File: src/design/fam_pkg.sv
// Shared types and constants of the binary32 add/multiply pipeline.
package fam_pkg;

	localparam int SIG_W = 57;
	localparam int MAN_W = 24;
	localparam int EXP_W = 8;
	localparam int Q_W = 10;
	localparam int BE_W = 9;

	localparam logic ACT_ADD = 1'b0;
	localparam logic ACT_MUL = 1'b1;

	localparam logic [EXP_W-1:0] EXP_MAX = 8'd255;
	localparam logic signed [Q_W-1:0] Q_ADD_OFS = 10'sd182;
	localparam logic signed [Q_W-1:0] Q_MUL_OFS = 10'sd300;
	localparam logic signed [10:0] BIAS = 11'sd127;
	localparam logic signed [10:0] SHIFT_OFS = 11'sd150;
	localparam logic [5:0] RSHIFT_CAP = 6'd57;
	localparam logic [5:0] ALIGN_CAP = 6'd56;

	typedef struct packed {
		logic action;
		logic sign_x;
		logic sign_y;
		logic signed [Q_W-1:0] q;
		logic [EXP_W-1:0] d;
		logic [MAN_W-1:0] sig_x;
		logic [MAN_W-1:0] sig_y;
		logic [2*MAN_W-1:0] prod;
	} s1_t;

	typedef struct packed {
		logic sign;
		logic zsign;
		logic signed [Q_W-1:0] q;
		logic [SIG_W-1:0] sig;
	} s2_t;

	typedef struct packed {
		logic sign;
		logic zsign;
		logic zero;
		logic [BE_W-1:0] be;
		logic left;
		logic [4:0] lamt;
		logic [5:0] ramt;
		logic [SIG_W-1:0] sig;
	} s3_t;

	typedef struct packed {
		logic [31:0] result;
		logic overflow;
		logic underflow;
	} s4_t;

endpackage

File: src/design/fam_req_if.sv
// Request channel: action and two binary32 operands.
interface fam_req_if;
	logic valid;
	logic ready;
	logic action;
	logic [31:0] operand_a;
	logic [31:0] operand_b;

	modport source (output valid, action, operand_a, operand_b, input ready);
	modport sink (input valid, action, operand_a, operand_b, output ready);
endinterface

File: src/design/fam_rsp_if.sv
// Response channel: rounded binary32 result and range flags.
interface fam_rsp_if;
	logic valid;
	logic ready;
	logic [31:0] result;
	logic overflow;
	logic underflow;

	modport source (output valid, result, overflow, underflow, input ready);
	modport sink (input valid, result, overflow, underflow, output ready);
endinterface

File: src/design/fam_prep.sv
// Stage 1 logic: unpack, order operands, exponent math and significand product.
module fam_prep import fam_pkg::*; (
	input  logic        action,
	input  logic [31:0] operand_a,
	input  logic [31:0] operand_b,
	output s1_t         s1
);
	logic [31:0] x, y;
	logic [EXP_W-1:0] ea, eb, ex, ey;
	logic [MAN_W-1:0] sa, sb, sx, sy;
	logic signed [Q_W-1:0] q_add, q_mul;

	always_comb begin
		ea = (operand_a[30:23] == '0) ? 8'd1 : operand_a[30:23];
		eb = (operand_b[30:23] == '0) ? 8'd1 : operand_b[30:23];
		sa = {operand_a[30:23] != '0, operand_a[22:0]};
		sb = {operand_b[30:23] != '0, operand_b[22:0]};
		if (operand_b[30:0] > operand_a[30:0]) begin
			x = operand_b; y = operand_a; ex = eb; ey = ea; sx = sb; sy = sa;
		end else begin
			x = operand_a; y = operand_b; ex = ea; ey = eb; sx = sa; sy = sb;
		end
		q_add = $signed({2'b00, ex}) - Q_ADD_OFS;
		q_mul = $signed({2'b00, ea}) + $signed({2'b00, eb}) - Q_MUL_OFS;
		s1.action = action;
		s1.d = ex - ey;
		s1.sig_x = sx;
		s1.sig_y = sy;
		s1.prod = sa * sb;
		if (action == ACT_MUL) begin
			s1.sign_x = operand_a[31] ^ operand_b[31];
			s1.sign_y = operand_a[31] ^ operand_b[31];
			s1.q = q_mul;
		end else begin
			s1.sign_x = x[31];
			s1.sign_y = y[31];
			s1.q = q_add;
		end
	end
endmodule

File: src/design/fam_align.sv
// Stage 2 logic: align the smaller addend with sticky, add or subtract; pass the product through for multiply.
module fam_align import fam_pkg::*; (
	input  s1_t s1,
	output s2_t s2
);
	localparam int AW = SIG_W - 1;
	logic [AW-1:0] mx, my, my_sh;
	logic [5:0] dd;
	logic lost;

	always_comb begin
		mx = {s1.sig_x, 32'b0};
		my = {s1.sig_y, 32'b0};
		dd = (s1.d >= {2'b00, ALIGN_CAP}) ? ALIGN_CAP : s1.d[5:0];
		my_sh = my >> dd;
		lost = |(my & ~({AW{1'b1}} << dd));
		my_sh = my_sh | {{(AW-1){1'b0}}, lost};
		s2.sign = s1.sign_x;
		s2.zsign = s1.sign_x & s1.sign_y;
		s2.q = s1.q;
		if (s1.action == ACT_MUL) begin
			s2.sig = {{(SIG_W-2*MAN_W){1'b0}}, s1.prod};
		end else if (s1.sign_x == s1.sign_y) begin
			s2.sig = {1'b0, mx} + {1'b0, my_sh};
		end else begin
			s2.sig = {1'b0, mx} - {1'b0, my_sh};
		end
	end
endmodule

File: src/design/fam_norm.sv
// Stage 3 logic: leading one search, biased exponent and rounding shift.
module fam_norm import fam_pkg::*; (
	input  s2_t s2,
	output s3_t s3
);
	logic [5:0] p;
	logic signed [10:0] be_raw, be, sh;

	always_comb begin
		p = '0;
		for (int i = 0; i < SIG_W; i++) begin
			if (s2.sig[i]) p = 6'(i);
		end
		be_raw = $signed({5'b0, p}) + 11'(s2.q) + BIAS;
		be = (be_raw < 11'sd1) ? 11'sd1 : be_raw;
		sh = be - SHIFT_OFS - 11'(s2.q);
		s3.sign = s2.sign;
		s3.zsign = s2.zsign;
		s3.zero = (s2.sig == '0);
		s3.be = be[BE_W-1:0];
		s3.left = sh < 11'sd0;
		s3.lamt = 5'(-sh);
		s3.ramt = (sh > $signed({5'b0, RSHIFT_CAP})) ? RSHIFT_CAP : sh[5:0];
		s3.sig = s2.sig;
	end
endmodule

File: src/design/fam_round.sv
// Stage 4 logic: shift to 24 bits, round to nearest even, pack and flag.
module fam_round import fam_pkg::*; (
	input  s3_t s3,
	output s4_t s4
);
	logic [SIG_W-1:0] shv, lowmask;
	logic [MAN_W:0] s;
	logic [BE_W:0] be;
	logic rbit, st;

	always_comb begin
		lowmask = ~({SIG_W{1'b1}} << s3.ramt);
		if (s3.left) begin
			shv = s3.sig << s3.lamt;
			rbit = 1'b0;
			st = 1'b0;
		end else begin
			shv = s3.sig >> s3.ramt;
			rbit = (s3.ramt != '0) && s3.sig[s3.ramt - 6'd1];
			st = |(s3.sig & (lowmask >> 1));
		end
		s = {1'b0, shv[MAN_W-1:0]};
		be = {1'b0, s3.be};
		if (rbit && (st || s[0])) s = s + 1'b1;
		if (s[MAN_W]) begin
			s = s >> 1;
			be = be + 1'b1;
		end
		s4.overflow = 1'b0;
		s4.underflow = 1'b0;
		if (s3.zero) begin
			s4.result = {s3.zsign, 31'b0};
		end else if (be >= {2'b00, EXP_MAX}) begin
			s4.overflow = 1'b1;
			s4.result = {s3.sign, EXP_MAX, 23'b0};
		end else if (s == '0) begin
			s4.underflow = 1'b1;
			s4.result = {s3.sign, 31'b0};
		end else begin
			s4.result = {s3.sign, (s[MAN_W-1] ? be[EXP_W-1:0] : 8'd0), s[22:0]};
		end
	end
endmodule

File: src/design/float32_add_multiply_unit.sv
// Top level: four-stage binary32 add/multiply pipeline.
// Usage:
//   op  : request channel (valid/ready) carrying action (0 add, 1 multiply),
//         operand_a and operand_b as binary32 bit patterns.
//   res : response channel (valid/ready) carrying the rounded result and the
//         overflow and underflow flags; one response per request, in order.
// A request passes in order through stage registers d_s1 to d_s4 and is
// shown on res once in d_s4. Throughput is one request per cycle while
// res.ready is high; the four register stages are unpack and multiply,
// align and add, leading-one search, then round and pack.
// Each stage advances when it is empty or its successor advances, so bubbles
// close up and a stalled receiver back-pressures op.ready only when all four
// stages hold requests. Nothing is dropped or repeated during a stall.
// Infinity and NaN encodings are treated as ordinary finite numbers.
// Reset clears all stage valid bits; the pipeline is empty afterwards and
// accepts a request in the first cycle after reset is released.
module float32_add_multiply_unit import fam_pkg::*; (
	input  logic         clk,
	input  logic         arst_n,
	fam_req_if.sink      op,
	fam_rsp_if.source    res
);
	s1_t c1, d_s1;
	s2_t c2, d_s2;
	s3_t c3, d_s3;
	s4_t c4, d_s4;
	logic v_s1, v_s2, v_s3, v_s4;
	logic en1, en2, en3, en4;

	fam_prep u_prep (
		.action(op.action), .operand_a(op.operand_a), .operand_b(op.operand_b), .s1(c1)
	);
	fam_align u_align (.s1(d_s1), .s2(c2));
	fam_norm u_norm (.s2(d_s2), .s3(c3));
	fam_round u_round (.s3(d_s3), .s4(c4));

	assign en4 = !v_s4 || res.ready;
	assign en3 = !v_s3 || en4;
	assign en2 = !v_s2 || en3;
	assign en1 = !v_s1 || en2;
	assign op.ready = en1;

	always_ff @(posedge clk or negedge arst_n) begin
		if (!arst_n) begin
			v_s1 <= 1'b0;
			v_s2 <= 1'b0;
			v_s3 <= 1'b0;
			v_s4 <= 1'b0;
		end else begin
			if (en1) v_s1 <= op.valid;
			if (en2) v_s2 <= v_s1;
			if (en3) v_s3 <= v_s2;
			if (en4) v_s4 <= v_s3;
		end
	end

	always_ff @(posedge clk) begin
		if (en1) d_s1 <= c1;
		if (en2) d_s2 <= c2;
		if (en3) d_s3 <= c3;
		if (en4) d_s4 <= c4;
	end

	assign res.valid = v_s4;
	assign res.result = d_s4.result;
	assign res.overflow = d_s4.overflow;
	assign res.underflow = d_s4.underflow;

	a_flags_excl: assert property (@(posedge clk) disable iff (!arst_n)
		res.valid |-> !(res.overflow && res.underflow))
		else $error("overflow and underflow both set");

	a_ovf_inf: assert property (@(posedge clk) disable iff (!arst_n)
		(res.valid && res.overflow) |-> (res.result[30:0] == 31'h7F800000))
		else $error("overflow without infinity");

	a_unf_zero: assert property (@(posedge clk) disable iff (!arst_n)
		(res.valid && res.underflow) |-> (res.result[30:0] == 31'h0))
		else $error("underflow without zero");

	a_full_stall: assert property (@(posedge clk) disable iff (!arst_n)
		(v_s1 && v_s2 && v_s3 && v_s4 && !res.ready) |-> !op.ready)
		else $error("request taken while pipeline full and stalled");
endmodule

File: src/flat_wrapper.sv
// flat-port wrapper written by rule: the top's interface ports become plain ports
module float32_add_multiply_unit_flat import fam_pkg::*;
  (clk, arst_n, op_valid, op_action, op_operand_a, op_operand_b, op_ready, res_valid, res_result, res_overflow, res_underflow, res_ready);
  fam_req_if op_i ();
  fam_rsp_if res_i ();
  input  logic clk;
  input  logic arst_n;
  input wire logic [$bits(op_i.valid)-1:0] op_valid;
  input wire logic [$bits(op_i.action)-1:0] op_action;
  input wire logic [$bits(op_i.operand_a)-1:0] op_operand_a;
  input wire logic [$bits(op_i.operand_b)-1:0] op_operand_b;
  output wire logic [$bits(op_i.ready)-1:0] op_ready;
  output wire logic [$bits(res_i.valid)-1:0] res_valid;
  output wire logic [$bits(res_i.result)-1:0] res_result;
  output wire logic [$bits(res_i.overflow)-1:0] res_overflow;
  output wire logic [$bits(res_i.underflow)-1:0] res_underflow;
  input wire logic [$bits(res_i.ready)-1:0] res_ready;
  assign op_i.valid = op_valid;
  assign op_i.action = op_action;
  assign op_i.operand_a = op_operand_a;
  assign op_i.operand_b = op_operand_b;
  assign op_ready = op_i.ready;
  assign res_valid = res_i.valid;
  assign res_result = res_i.result;
  assign res_overflow = res_i.overflow;
  assign res_underflow = res_i.underflow;
  assign res_i.ready = res_ready;
  float32_add_multiply_unit u_core (.clk(clk), .arst_n(arst_n), .op(op_i), .res(res_i));
endmodule
File: config.mk
export PLATFORM = sky130hd
export DESIGN_NAME = float32_add_multiply_unit_flat
export DESIGN_NICKNAME = d
export VERILOG_FILES = /design/src/design/fam_pkg.sv /design/src/design/fam_req_if.sv /design/src/design/fam_rsp_if.sv /design/src/design/fam_prep.sv /design/src/design/fam_align.sv /design/src/design/fam_norm.sv /design/src/design/fam_round.sv /design/src/design/float32_add_multiply_unit.sv /design/src/flat_wrapper.sv
export SDC_FILE = /design/constraint.sdc
export NUM_CORES = 2
export LEC_CHECK = 0
export BUFFER_PORTS_ARGS = -buffer_cell sky130_fd_sc_hd__clkbuf_2
export CORE_ASPECT_RATIO = 0.5
export CORE_MARGIN = 5
export CORE_UTILIZATION = 52
export DETAILED_ROUTE_END_ITERATION = 6
export GPL_TIMING_DRIVEN = 1
export PLACE_DENSITY = 0.71
export RECOVER_POWER = 100
export SLEW_MARGIN = 20
export SYNTH_ARGS = -nofsm -noshare
export SYNTH_HDL_FRONTEND = slang
export SYNTH_SLANG_ARGS = --single-unit
export TNS_END_PERCENT = 10
File: constraint.sdc
create_clock -name clk -period 8 [get_ports clk]
set_input_delay 1.6 -clock clk [delete_from_list [all_inputs] [get_ports clk]]
set_output_delay 1.6 -clock clk [all_outputs]
set_load 0.02 [all_outputs]
==> impl_metrics.sql <==
INSERT INTO impl_metrics (metric_group, metric, value, unit) VALUES
('run_status', 'run_status', 'finished with violations', ''),
('run_status', 'violations', 'max-capacitance violations, max-slew violations, negative setup slack', ''),
('sta', 'timing.slew.headroom', '-2.07', ''),
('routing', 'route.vias.total', '39200', ''),
('die', 'rows', '76', ''),
('routing', 'routed_wire_length_per_instance', '23.2', 'um'),
('global_routing', 'largest_net_degree_at_the_start_of_global_routing', '95', ''),
('die', 'initial_utilization', '0.528', ''),
('clock_network', 'cts.clk_slew.worst_paths', '0.06', 'ns'),
('die', 'boundaryPins', '105', ''),
('sta', 'postLayoutSetupSlackWorst', '-0.0350', 'ns'),
('final_layout', 'final_standard_cell_count_with_taps_included_and_fillers_excluded', '6399', ''),
('routing', 'post-route-drc-count', '0', ''),
('clock_network', 'cts_made_buffers', '31', ''),
('global_routing', 'grt.overflow.total', '0', ''),
('final_layout', 'final_util', '0.586', ''),
('sta', 'rsz0062_at_grt', 'true', ''),
('worst_setup_path', 'critical_path_required', '8.35', 'ns'),
('synthesis', 'syn-instance-count', '4971', ''),
('clock_network', 'clk_root_buffer_cell', 'sky130_fd_sc_hd__clkbuf_16', ''),
('placed_design', 'place.detailed.instances', '6317', ''),
('worst_setup_path', 'critPathArrivalTime', '8.38', 'ns'),
('sta', 'max_slew.worst_pin.slew', '4.61', 'ns'),
('placed_design', 'io_buffers', '104', ''),
('placed_design', 'gp_congestion', '1.00', ''),
('sta', 'timing_hold_violations_final', '0', ''),
('final_layout', 'area_delta_synth_final', '11.1', '%'),
('global_routing', 'first_global_vias', '39100', ''),
('sta', 'hold_slack', '0.432', 'ns'),
('sta', 'clock_period_minus_final_worst_setup_slack', '8.03', 'ns'),
('sta', 'slew_viol_final', '335', ''),
('hold_path', 'min-delay-start', 'u_core.d_s2[67]', ''),
('synthesis', 'mappedNetlistArea', '0.0457', 'mm^2'),
('synthesis', 'netlist-cell-type-count', '105', ''),
('placed_design', 'placement.setup.worst_slack', '-0.828', 'ns'),
('synthesis', 'async_reset_ff_frac', '0.0131', ''),
('worst_setup_path', 'nature_of_the_critical_path_endpoint', 'flip-flop', ''),
('synthesis', 'post_synth.cell_area_avg', '9.19', 'um^2'),
('clock_network', 'max-clock-path-buffers', '3', ''),
('worst_setup_path', 'reg2reg_slack', '0.10', 'ns'),
('final_layout', 'nets', '6097', ''),
('synthesis', 'dominantRegCellSynth', 'sky130_fd_sc_hd__edfxtp_1', ''),
('clock_network', 'ctsHtreeMaxLevel', '1', ''),
('sta', 'final-setup-viol-count', '1', ''),
('synthesis', 'synth_enable_flop_cells', '301', ''),
('clock_network', 'cts_tree', 'built', ''),
('final_layout', 'layout_common_cells', 'sky130_fd_sc_hd__inv_1 (687), sky130_fd_sc_hd__nand2_1 (665), sky130_fd_sc_hd__fa_1 (481)', ''),
('worst_setup_path', 'cp-start-kind', 'primary input', ''),
('global_routing', 'antenna_found_initial', '6', ''),
('die', 'die_height', '220', 'um'),
('die', 'die_width', '429', 'um'),
('synthesis', 'ys_ff_latch', '305', ''),
('global_routing', 'grt_usage', '0.311', ''),
('worst_setup_path', 'critPathKind', 'primary input to flip-flop', ''),
('die', 'fp.coreArea', '0.0865', 'mm^2'),
('worst_setup_path', 'cp-startpoint', 'op_operand_a[0]', ''),
('routing', 'drtPass1Iterations', '6', ''),
('routing', 'violation_count_after_the_first_detailed_route_iteration', '3966', ''),
('placed_design', 'dpl.hpwl', '120', 'mm'),
('flow_run', 'maxCapViolCount', '6', ''),
('worst_setup_path', 'crit_path_top_delay_cell', 'sky130_fd_sc_hd__clkbuf_1', ''),
('final_layout', 'num-fill-cells', '7506', ''),
('synthesis', 'yosysSeqAreaShare', '0.200', ''),
('sta', 'min_period_over_period', '1.00', ''),
('final_layout', 'most_common_cell_after_layout_fill_and_taps_aside', 'sky130_fd_sc_hd__inv_1', ''),
('sta', 'clock.fmax', '124', 'MHz'),
('global_routing', 'grt_pass1_wl', '230', 'mm'),
('hold_path', 'classification_of_the_worst_slack_hold_path', 'flip-flop to flip-flop', ''),
('worst_setup_path', 'critPathMaxStageDelay', '0.56', 'ns'),
('worst_setup_path', 'path_max_fanout', '12', ''),
('routing', 'ant_nets', '0', '');
==> stage by stage <==
step / setup TNS (ns) / instance area, um^2
global placement: -7.52 / 49400
finish: -0.0350 / 50700
global route: -3.40 / 50700
floorplan: -0.165 / 46000
CTS: -0.0630 / 50700
detailed placement: -9.83 / 49400
==> cell usage after synthesis (48+ instances only) <==
cell | n | share of area
sky130_fd_sc_hd__and2_1 | 186 | 0.025
sky130_fd_sc_hd__o21ai_0 | 233 | 0.026
sky130_fd_sc_hd__xnor2_1 | 104 | 0.020
sky130_fd_sc_hd__mux4_2 | 109 | 0.054
sky130_fd_sc_hd__a21o_1 | 59 | 0.0097
sky130_fd_sc_hd__nor3_1 | 48 | 0.0053
sky130_fd_sc_hd__nor2_1 | 257 | 0.021
sky130_fd_sc_hd__fa_1 | 487 | 0.21
sky130_fd_sc_hd__nand2b_1 | 51 | 0.0070
sky130_fd_sc_hd__mux2_2 | 50 | 0.012
sky130_fd_sc_hd__edfxtp_1 | 301 | 0.20
sky130_fd_sc_hd__inv_1 | 692 | 0.057
sky130_fd_sc_hd__a21oi_1 | 197 | 0.022
sky130_fd_sc_hd__nand3_1 | 88 | 0.0096
sky130_fd_sc_hd__mux2i_1 | 84 | 0.018
sky130_fd_sc_hd__ha_1 | 339 | 0.093
sky130_fd_sc_hd__clkbuf_1 | 218 | 0.018
sky130_fd_sc_hd__nand2_1 | 671 | 0.055
==> worst max-delay path, delay by kind of cell <==
kind	cells	cell delay (ns)
and+or+nand+nor	2	0.26
AOI/OAI and AO/OA	11	2.19
buffers and inverters	9	1.49
adders and majority gates	8	2.73
xor gates and xnor gates	1	0.12
==> layer usage <==
layer  track usage  up-vias  share of wire
li1              -    17400              -
met3        0.0507      380          0.090
met5             0        -       0.000047
met4         0.117        2          0.046
met2         0.500     1990           0.45
met1         0.428    19400           0.41
==> registers in the layout, summed over array words and instances (netlist names) <==
| register | cells |
|---|---|
| u_core.res.valid | 1 |
| u_core.res.overflow | 1 |
| u_core.d_s1 | 117 |
| u_core.v_s2 | 1 |
| u_core.d_s2 | 69 |
| u_core.v_s1 | 1 |
| u_core.d_s3 | 81 |
| u_core.res.underflow | 1 |
| u_core.res.result | 32 |
| u_core.v_s3 | 1 |
==> path summary, 6_finish.rpt <==
kind,depth (start not counted),end
min,0,u_core.d_s3[79]
max reg2reg,43,u_core.d_s3[57]
max in group asynchronous,1,u_core.res.valid
max,31,u_core.d_s1[46]
min in group asynchronous,1,u_core.v_s1
min reg2reg,0,u_core.d_s3[79]
==> timing repair <==
item                       CTS  global route
setup endpoints to repair   12            19
gates resized for setup     36            59
gates cloned                 1             0
pin swaps                   49            66
buffers inserted            11            10
==> final cells by class <==
cell class                      count  area (um^2)  area share
Inverter                          695         2610      0.0515
Timing Repair inverter              1         7.51    0.000148
Antenna cell                        2         5.00   0.0000987
Sequential cell                   305         9140       0.180
Clock inverter                     17          225     0.00444
Clock buffer                       41          813      0.0160
Multi-Input combinational cell   3682        33000       0.651
Timing Repair Buffer              486         3460      0.0682
Tap cell                         1170         1460      0.0289
==> logic make-up (layout without fill, tap and decap cells) <==
group                    count (synthesis)  after routing  share of synthesized area
AND/OR/NAND/NOR                       1546           1546                      0.161
buffers and inverters                  984           1240                     0.0854
AO/OA/AOI/OAI                          905            905                      0.128
adder cells (fa/ha/maj)                828            828                      0.307
flip-flops                             305            305                      0.200
multiplexers                           253            253                     0.0896
XOR/XNOR                               150            150                     0.0288
other                                    0              2                          0
Power is left out: the tool's default activity adds up to more than one toggle a clock period on the data nets, which glitch-free logic cannot reach.
